--- src/hw/rtl/kwsm_pkg.sv ---
// ----------------------------------------------------------------------------
// kwsm_pkg
// Shared constants and types for the keyword signature matcher.
// ----------------------------------------------------------------------------
package kwsm_pkg;

    localparam int WINDOW_LEN_DEF  = 32;
    localparam int COUNT_WIDTH_DEF = 32;

    localparam int CHAR_W       = 8;
    localparam int TOTAL_W      = 32;
    localparam int SIG_COUNT    = 6;
    localparam int SIG_MAX_LEN  = 32;
    localparam int SIG_LEN_W    = 6;

    // Lower-cased signatures, right-justified: the last character sits in bits [7:0].
    localparam logic [SIG_MAX_LEN*CHAR_W-1:0] SIG_TEXT [SIG_COUNT] = '{
        {"max_", "throttle"},
        "drop",
        "fuzz",
        "ignore all previous instructions",
        "system failure",
        "override"
    };

    localparam logic [SIG_LEN_W-1:0] SIG_LEN [SIG_COUNT] = '{
        6'd12, 6'd4, 6'd4, 6'd32, 6'd14, 6'd8
    };

    typedef logic [SIG_COUNT-1:0] sig_vec_t;

    typedef struct packed {
        logic shift;
        logic clear;
    } hist_ctl_t;

    // Character expected k positions before the end of signature s.
    function automatic logic [CHAR_W-1:0] sig_byte(input int s, input int k);
        logic [CHAR_W-1:0] b;
        b = '0;
        if (k < SIG_MAX_LEN)
        begin
            b = SIG_TEXT[s][CHAR_W*k +: CHAR_W];
        end
        return b;
    endfunction

endpackage

--- src/hw/rtl/keyword_signature_matcher_top.sv ---
// ----------------------------------------------------------------------------
// keyword_signature_matcher_top
// Scans command strings for fixed signatures and counts blocked commands.
// ----------------------------------------------------------------------------
// Usage:
//   s_axis carries one command character per beat; tlast marks the final
//   character. A lone NUL with tlast set is an empty command.
//   m_axis carries one verdict beat per command, produced from the tlast beat:
//   verdict_safe (1 = no signature found) and the saturating blocked count.
// Throughput: one character per cycle unless stalled. The history is a row of byte
//   cells that shift every accepted beat but tlast, which clears them; all signature
//   comparators work in parallel on the window ending at the incoming character.
// Output: the verdict appears on m_axis in the cycle after the tlast beat.
// Stall: the verdict sits in an output register; while it waits with
//   m_axis_tready low, s_axis_tready is low and no character is taken.
//   With m_axis_tready high the next beat is taken in the same cycle.
// Reset: history cleared to zero bytes, match flag and count cleared,
//   no verdict pending. History and flag are also cleared after each verdict.
// ----------------------------------------------------------------------------
module keyword_signature_matcher_top
    import kwsm_pkg::*;
#(
    parameter int WINDOW_LEN  = WINDOW_LEN_DEF,
    parameter int COUNT_WIDTH = COUNT_WIDTH_DEF
)
(
    input  logic        clk,
    input  logic        rst_n,
    input  logic        s_axis_tvalid,
    output logic        s_axis_tready,
    input  logic [7:0]  s_axis_tdata,   // [7:0] char_code
    input  logic        s_axis_tlast,   // last_char
    output logic        m_axis_tvalid,
    input  logic        m_axis_tready,
    output logic [39:0] m_axis_tdata    // [0] verdict_safe, [32:1] blocked_total, pad
);

    localparam int NCELL = WINDOW_LEN - 1;
    localparam int OUT_W = 1 + TOTAL_W;

    function automatic logic [CHAR_W-1:0] fold(input logic [CHAR_W-1:0] c);
        logic [CHAR_W-1:0] r;
        r = c;
        if (c >= 8'h41 && c <= 8'h5A)
        begin
            r = c + 8'h20;
        end
        return r;
    endfunction

    logic [CHAR_W-1:0]      cur_char;
    logic                   beat_in;
    logic                   last_in;
    hist_ctl_t              ctl;
    logic [CHAR_W-1:0]      chain [NCELL+1];
    sig_vec_t               cell_hit [NCELL];
    sig_vec_t               sig_hit;
    logic                   any_hit;
    logic                   seen_now;

    logic                   match_seen_reg;
    logic                   match_seen_next;
    logic [COUNT_WIDTH-1:0] count_reg;
    logic [COUNT_WIDTH-1:0] count_next;
    logic                   out_valid_reg;
    logic                   out_valid_next;
    logic [OUT_W-1:0]       out_data_reg;
    logic [OUT_W-1:0]       out_data_next;
    logic [COUNT_WIDTH+TOTAL_W-1:0] count_ext;

    assign s_axis_tready = !out_valid_reg || m_axis_tready;
    assign beat_in       = s_axis_tvalid && s_axis_tready;
    assign last_in       = beat_in && s_axis_tlast;
    assign cur_char      = fold(s_axis_tdata);

    assign ctl.shift = beat_in && !s_axis_tlast;
    assign ctl.clear = last_in;

    assign chain[0] = cur_char;

    genvar c;
    generate
        for (c = 0; c < NCELL; c++)
        begin : g_cell
            kwsm_cell #(
                .POS (c + 1)
            ) u_cell (
                .clk      (clk),
                .rst_n    (rst_n),
                .ctl      (ctl),
                .byte_in  (chain[c]),
                .byte_out (chain[c+1]),
                .hit      (cell_hit[c])
            );
        end
    endgenerate

    always_comb
    begin
        for (int s = 0; s < SIG_COUNT; s++)
        begin
            sig_hit[s] = (cur_char == sig_byte(s, 0)) && (int'(SIG_LEN[s]) <= WINDOW_LEN);
            for (int k = 0; k < NCELL; k++)
            begin
                sig_hit[s] = sig_hit[s] & cell_hit[k][s];
            end
        end
    end

    assign any_hit  = |sig_hit;
    assign seen_now = match_seen_reg || any_hit;

    always_comb
    begin
        match_seen_next = match_seen_reg;
        count_next      = count_reg;
        out_valid_next  = out_valid_reg;
        out_data_next   = out_data_reg;
        if (out_valid_reg && m_axis_tready)
        begin
            out_valid_next = 1'b0;
        end
        if (beat_in)
        begin
            if (s_axis_tlast)
            begin
                match_seen_next = 1'b0;
                if (seen_now && (count_reg != {COUNT_WIDTH{1'b1}}))
                begin
                    count_next = count_reg + COUNT_WIDTH'(1);
                end
                out_valid_next = 1'b1;
                out_data_next  = {count_ext[TOTAL_W-1:0], !seen_now};
            end
            else
            begin
                match_seen_next = seen_now;
            end
        end
    end

    assign count_ext = {{TOTAL_W{1'b0}}, count_next};

    always_ff @(posedge clk or negedge rst_n)
    begin
        if (!rst_n)
        begin
            match_seen_reg <= 1'b0;
            count_reg      <= '0;
            out_valid_reg  <= 1'b0;
        end
        else
        begin
            match_seen_reg <= match_seen_next;
            count_reg      <= count_next;
            out_valid_reg  <= out_valid_next;
        end
    end

    always_ff @(posedge clk)
    begin
        out_data_reg <= out_data_next;
    end

    assign m_axis_tvalid = out_valid_reg;
    assign m_axis_tdata  = {{(40 - OUT_W){1'b0}}, out_data_reg};

    // count never moves backward
    a_count_mono: assert property (@(posedge clk) disable iff (!rst_n)
        count_reg >= $past(count_reg))
        else $error("blocked count decreased");

    // a command end clears the flag and the newest history byte
    a_end_clears: assert property (@(posedge clk) disable iff (!rst_n)
        last_in |=> (!match_seen_reg && chain[1] == '0))
        else $error("state not cleared after verdict");

    // every command end yields a pending verdict
    a_end_verdict: assert property (@(posedge clk) disable iff (!rst_n)
        last_in |=> out_valid_reg)
        else $error("verdict missing");

    // a blocked verdict implies a nonzero count
    a_blocked_count: assert property (@(posedge clk) disable iff (!rst_n)
        (last_in && seen_now) |=> (count_reg != '0))
        else $error("blocked verdict with zero count");

endmodule

--- src/hw/rtl/kwsm_cell.sv ---
// ----------------------------------------------------------------------------
// kwsm_cell
// One history byte: shifts toward the older end and checks its byte
// against every signature at its own distance from the current character.
// ----------------------------------------------------------------------------
module kwsm_cell
    import kwsm_pkg::*;
#(
    parameter int POS = 1
)
(
    input  logic              clk,
    input  logic              rst_n,
    input  hist_ctl_t         ctl,
    input  logic [CHAR_W-1:0] byte_in,
    output logic [CHAR_W-1:0] byte_out,
    output sig_vec_t          hit
);

    logic [CHAR_W-1:0] byte_reg;
    logic [CHAR_W-1:0] byte_next;

    always_comb
    begin
        byte_next = byte_reg;
        if (ctl.clear)
        begin
            byte_next = '0;
        end
        else if (ctl.shift)
        begin
            byte_next = byte_in;
        end
    end

    always_ff @(posedge clk or negedge rst_n)
    begin
        if (!rst_n)
        begin
            byte_reg <= '0;
        end
        else
        begin
            byte_reg <= byte_next;
        end
    end

    assign byte_out = byte_reg;

    // Positions beyond a signature's length always agree.
    genvar s;
    generate
        for (s = 0; s < SIG_COUNT; s++)
        begin : g_sig
            if (POS >= int'(SIG_LEN[s]))
            begin : g_free
                assign hit[s] = 1'b1;
            end
            else
            begin : g_cmp
                assign hit[s] = (byte_reg == sig_byte(s, POS));
            end
        end
    endgenerate

endmodule
--- config.mk ---
export PLATFORM = sky130hd
export DESIGN_NAME = keyword_signature_matcher_top
export DESIGN_NICKNAME = d
export VERILOG_FILES = /design/src/hw/rtl/kwsm_pkg.sv /design/src/hw/rtl/keyword_signature_matcher_top.sv /design/src/hw/rtl/kwsm_cell.sv
export SDC_FILE = /design/constraint.sdc
export NUM_CORES = 1
export LEC_CHECK = 0
export ABC_AREA = 1
export BUFFER_PORTS_ARGS = -buffer_cell sky130_fd_sc_hd__buf_2
export CORE_UTILIZATION = 61
export CTS_BUF_LIST = sky130_fd_sc_hd__clkbuf_16
export DETAILED_ROUTE_END_ITERATION = 6
export PLACE_DENSITY = 0.86
export SLEW_MARGIN = 10
export SYNTH_ARGS = -nofsm -noshare
export SYNTH_HDL_FRONTEND = slang
export SYNTH_HIERARCHICAL = 1
export SYNTH_SLANG_ARGS = --single-unit
--- constraint.sdc ---
create_clock -name clk -period 8.9 [get_ports clk]
set_input_delay 0.89 -clock clk [delete_from_list [all_inputs] [get_ports clk]]
set_output_delay 0.89 -clock clk [all_outputs]
set_load 0.02 [all_outputs]
==> metrics.log <==
[metrics] number of maximum-capacitance constraint violations: 0
[metrics] #FFs+latches synth: 315
[metrics] placement row count: 60
[metrics] number of vias after detailed routing: 13210
[metrics] Worst Path Class, Setup: in2reg
[metrics] fraction of layout instances using a drive strength above 1: 8.476%
[metrics] effective utilization at floorplan: 62.79%
[metrics] total clock buffers created by CTS: 34
[metrics] worst path arrival time: between 3000 and 4000 ps
[metrics] worst slew margin relative to its limit: 20.22%
[metrics] launching point of the worst reg2reg path: g_cell[25].u_cell/byte_out[1]
[metrics] share of power burned in combinational logic: 7.3%
[metrics] critical path's most frequent cell: sky130_fd_sc_hd__inv_2
[metrics] Resized cells post-CTS: 0
[metrics] TritonCTS clock tree: done
[metrics] outcome: finished, final reports clean
[metrics] antenna violations before repair: 0
[metrics] Commonest cells post-synth: sky130_fd_sc_hd__nand2_1, sky130_fd_sc_hd__dfrtp_1, sky130_fd_sc_hd__nand3_1
[metrics] library cell with the highest instance count after synthesis: sky130_fd_sc_hd__nand2_1
[metrics] CTS root buf: sky130_fd_sc_hd__clkbuf_16
[metrics] total number of clock tree sinks: between 300 and 400
[metrics] Peak supply drop: 132.8 uV
[metrics] hold bufs inserted after CTS: 0
[metrics] post-layout worst setup margin: around 5800 ps
[metrics] count of nets after finishing: 2267
[metrics] proportion of netlist area held by the largest area contributor: approximately two fifths
[metrics] post-synthesis area per instance: 7.655 sq um
[metrics] IO Port Bufs: 47
[metrics] worst setup slack after placement: about 5400 ps
[metrics] part of the cycle the worst path needs: between 30 and 40%
[metrics] areal power density over the cells: 169.0 nW/um^2
[metrics] final number of max-transition violations: 0
[metrics] max reg flops: 248
[metrics] Switch Pwr: approximately 0.75 mW
[metrics] number of failing setup endpoints in the final timing report: 0
[metrics] final hold violations: 0
[metrics] most instantiated flip-flop cell in the synthesis netlist: sky130_fd_sc_hd__dfrtp_1
[metrics] Worst setup endpoint: g_cell[15].u_cell/byte_out[4]
[metrics] worst hold-check path type: in2async
[metrics] switching fraction of total power: 24.90%
[metrics] antenna viol nets, final: 0
[metrics] leakage power total: 9.934 nW
[metrics] synthesized instance count: 2229
[metrics] area of the core: 27180 sq um
[metrics] total wire length after detailed routing: 33040 um
[metrics] required time of the critical path: 9290 ps
[metrics] n_diodes: 0
[metrics] Final min period: 3076 ps
[metrics] DIE WIDTH: 169.3 um
[metrics] placed wire-length estimate: 22150 um
[metrics] dominant cell type by area after synthesis: sky130_fd_sc_hd__dfrtp_1
[metrics] fraction of synthesis flops using an asynchronous set or reset pin: about 90%
[metrics] EDFF count, synth: 33
[metrics] wire length per cell after detailed routing: 12.47 um
[metrics] register area share after synthesis: 47.16%
[metrics] worst clock skew on the final layout: 22.09 ps
[metrics] number of top-level design ports: 55
[metrics] crit path launch type: primary input
[metrics] clock slew seen by the registers of the worst setup and hold paths: 60 ps
[metrics] via/cell ratio: 4.987
[metrics] summed instance area of the synthesized netlist: 17060 sq um
[metrics] internal power contribution: 2.272 mW
[metrics] GRT Residual Overflow: 0
[metrics] die height: 169.3 um
[metrics] DRC: 0
[metrics] Clock power frac: between 40% and 50%
[metrics] worst-skew pair later-pin latency: 510 ps
[metrics] maximum buffer depth of the clock tree: 3
[metrics] main area contributors after synthesis: sky130_fd_sc_hd__dfrtp_1, sky130_fd_sc_hd__nand2_1, sky130_fd_sc_hd__nand3_1
[metrics] cell chain of the critical path: buf_2 > inv_2 > nand2_2 > nand3_2 > inv_8 > buf_4 > inv_2 > nand3_1 > nand2_1
[metrics] global-route wire length before repair: 57770 um
[metrics] slew at the pin closest to its max-slew limit: 1197 ps
[metrics] endpoint of the worst register-to-register path: out_data_reg[16]
[metrics] register-to-register setup slack: 5850 ps
[metrics] reg2reg path depth: 17
[metrics] via count of the first global-routing pass: 12660
[metrics] critical path capture point type: flop
[metrics] RSZ-0062 raised after global routing: no
[metrics] final weighted congestion in routability-driven placement: 0.8515
[metrics] sequential power share: 49.3%
[metrics] detailed router's first-iteration violation count: approximately 1100
[metrics] Synth-to-Final Area Change: 4.905%
[metrics] floorplan die area: 28650 sq um
[metrics] largest fanout on the critical path: 76
[metrics] deepest level of the CTS H-tree: 2
[metrics] Unique masters post-synth: 28
[metrics] highest clock frequency the design can meet: around 330 MHz
[metrics] Yosys warning total: 6
[metrics] CP max stage delay: 830 ps
[metrics] setup TNS: 0 ps
[metrics] source of the critical timing path: m_axis_tready
[metrics] maximum number of pins on one net before global-route repair: 138
[metrics] overall fraction of global-route tracks in use: 24.26%
[metrics] cell with the largest stage delay on the worst path: sky130_fd_sc_hd__inv_8
[metrics] count of buffers added by post-CTS timing repair for setup: 0
[metrics] detailed-router iteration count before antenna repair: 6
==> metrics by stage <==
step	instances	cell area, sq um	util (%)	power, mW	hold WS, ps
floorplan	2325	17420	-	1.740	441.7
global placement	2588	16870	62.06	1.729	454.2
global route	2649	17900	65.87	3.134	487.1
finish	2649	17900	65.87	3.026	460.0
detailed placement	2588	16870	62.06	1.735	459.1
CTS	2649	17900	65.87	3.044	473.9
==> cell usage in the layout, fill, tap and decap left out, types with 2 or more instances in the layout <==
cell and n:
sky130_fd_sc_hd__a21oi_1 2, sky130_fd_sc_hd__buf_2 46, sky130_fd_sc_hd__buf_4 8, sky130_fd_sc_hd__clkbuf_16 35, sky130_fd_sc_hd__clkinv_1 5, sky130_fd_sc_hd__clkinv_2 7
sky130_fd_sc_hd__clkinv_4 2, sky130_fd_sc_hd__conb_1 125, sky130_fd_sc_hd__dfrtp_1 282, sky130_fd_sc_hd__edfxtp_1 33, sky130_fd_sc_hd__ha_1 2, sky130_fd_sc_hd__inv_1 183
sky130_fd_sc_hd__inv_2 41, sky130_fd_sc_hd__inv_6 2, sky130_fd_sc_hd__nand2_1 848, sky130_fd_sc_hd__nand2_2 2, sky130_fd_sc_hd__nand3_1 282, sky130_fd_sc_hd__nand3_2 2
sky130_fd_sc_hd__nand3b_1 2, sky130_fd_sc_hd__nand4_1 35, sky130_fd_sc_hd__nor2_1 254, sky130_fd_sc_hd__nor2_2 10, sky130_fd_sc_hd__nor2_8 31, sky130_fd_sc_hd__nor3_1 13
sky130_fd_sc_hd__o21ai_0 3, sky130_fd_sc_hd__o21ai_1 3, sky130_fd_sc_hd__xnor2_1 8
==> critical path, delay by kind of cell <==
kind                   cells  cell delay (ps)
buffers and inverters      5             1890
AND/OR/NAND/NOR            4              590
==> layout make-up <==
cell class              instances  area, sq um
clock buffers                  35        875.8
clock inverters                26        158.9
multi-input cells            1628         7222
repair buffers                 55        305.3
flip-flops and latches        315         8048
inverters                     218        825.8
fillers                      2212         9275
well taps                     372        465.4
==> worst min-delay path by stage <==
stage                                  startpoint                       endpoint  slack (ps)  cells past startpoint
global placement    g_cell[30].u_cell/byte_out[6]  g_cell[30].u_cell/byte_out[6]         450                      2
global route        g_cell[30].u_cell/byte_out[1]  g_cell[30].u_cell/byte_out[1]         490                      2
floorplan           g_cell[30].u_cell/byte_out[0]  g_cell[30].u_cell/byte_out[0]         440                      2
CTS                 g_cell[30].u_cell/byte_out[4]  g_cell[30].u_cell/byte_out[4]         470                      2
detailed placement  g_cell[30].u_cell/byte_out[1]  g_cell[30].u_cell/byte_out[1]         460                      2
finish                                      rst_n  g_cell[30].u_cell/byte_out[3]         460                      1
==> routing by layer <==
metal	track usage [%]	vias to the layer above	share of wire [%]	wire, um
met4	6.502	0	1.8	579
met1	31.44	6128	43	14230
met2	42.94	307	51	16740
li1	-	6720	-	-
met3	3.032	55	4.5	1498
met5	0	-	0	0
==> power by group through the flow <==
| stage | Clock [mW] | Sequential [mW] | Combinational (mW) |
|---|---|---|---|
| after detailed placement | 0 | 1.52 | 0.218 |
| after floorplan | 0 | 1.52 | 0.218 |
| final | 1.31 | 1.49 | 0.220 |
| after global routing | 1.39 | 1.49 | 0.248 |
| after global placement | 0 | 1.52 | 0.213 |
| after CTS | 1.33 | 1.49 | 0.220 |
==> logic make-up after synthesis <==
group                      Yosys count  synth area share [%]
DFF                                315                 47.16
AOI/OAI and AO/OA                   10                0.3226
buffers and inverters              382                 12.67
and+or+nand+nor                   1482                 38.60
adders and majority gates            2                0.1466
other                               29                0.6379
xor gates and xnor gates             9                0.4620
Note: power is estimated with default switching activity, not from simulation.
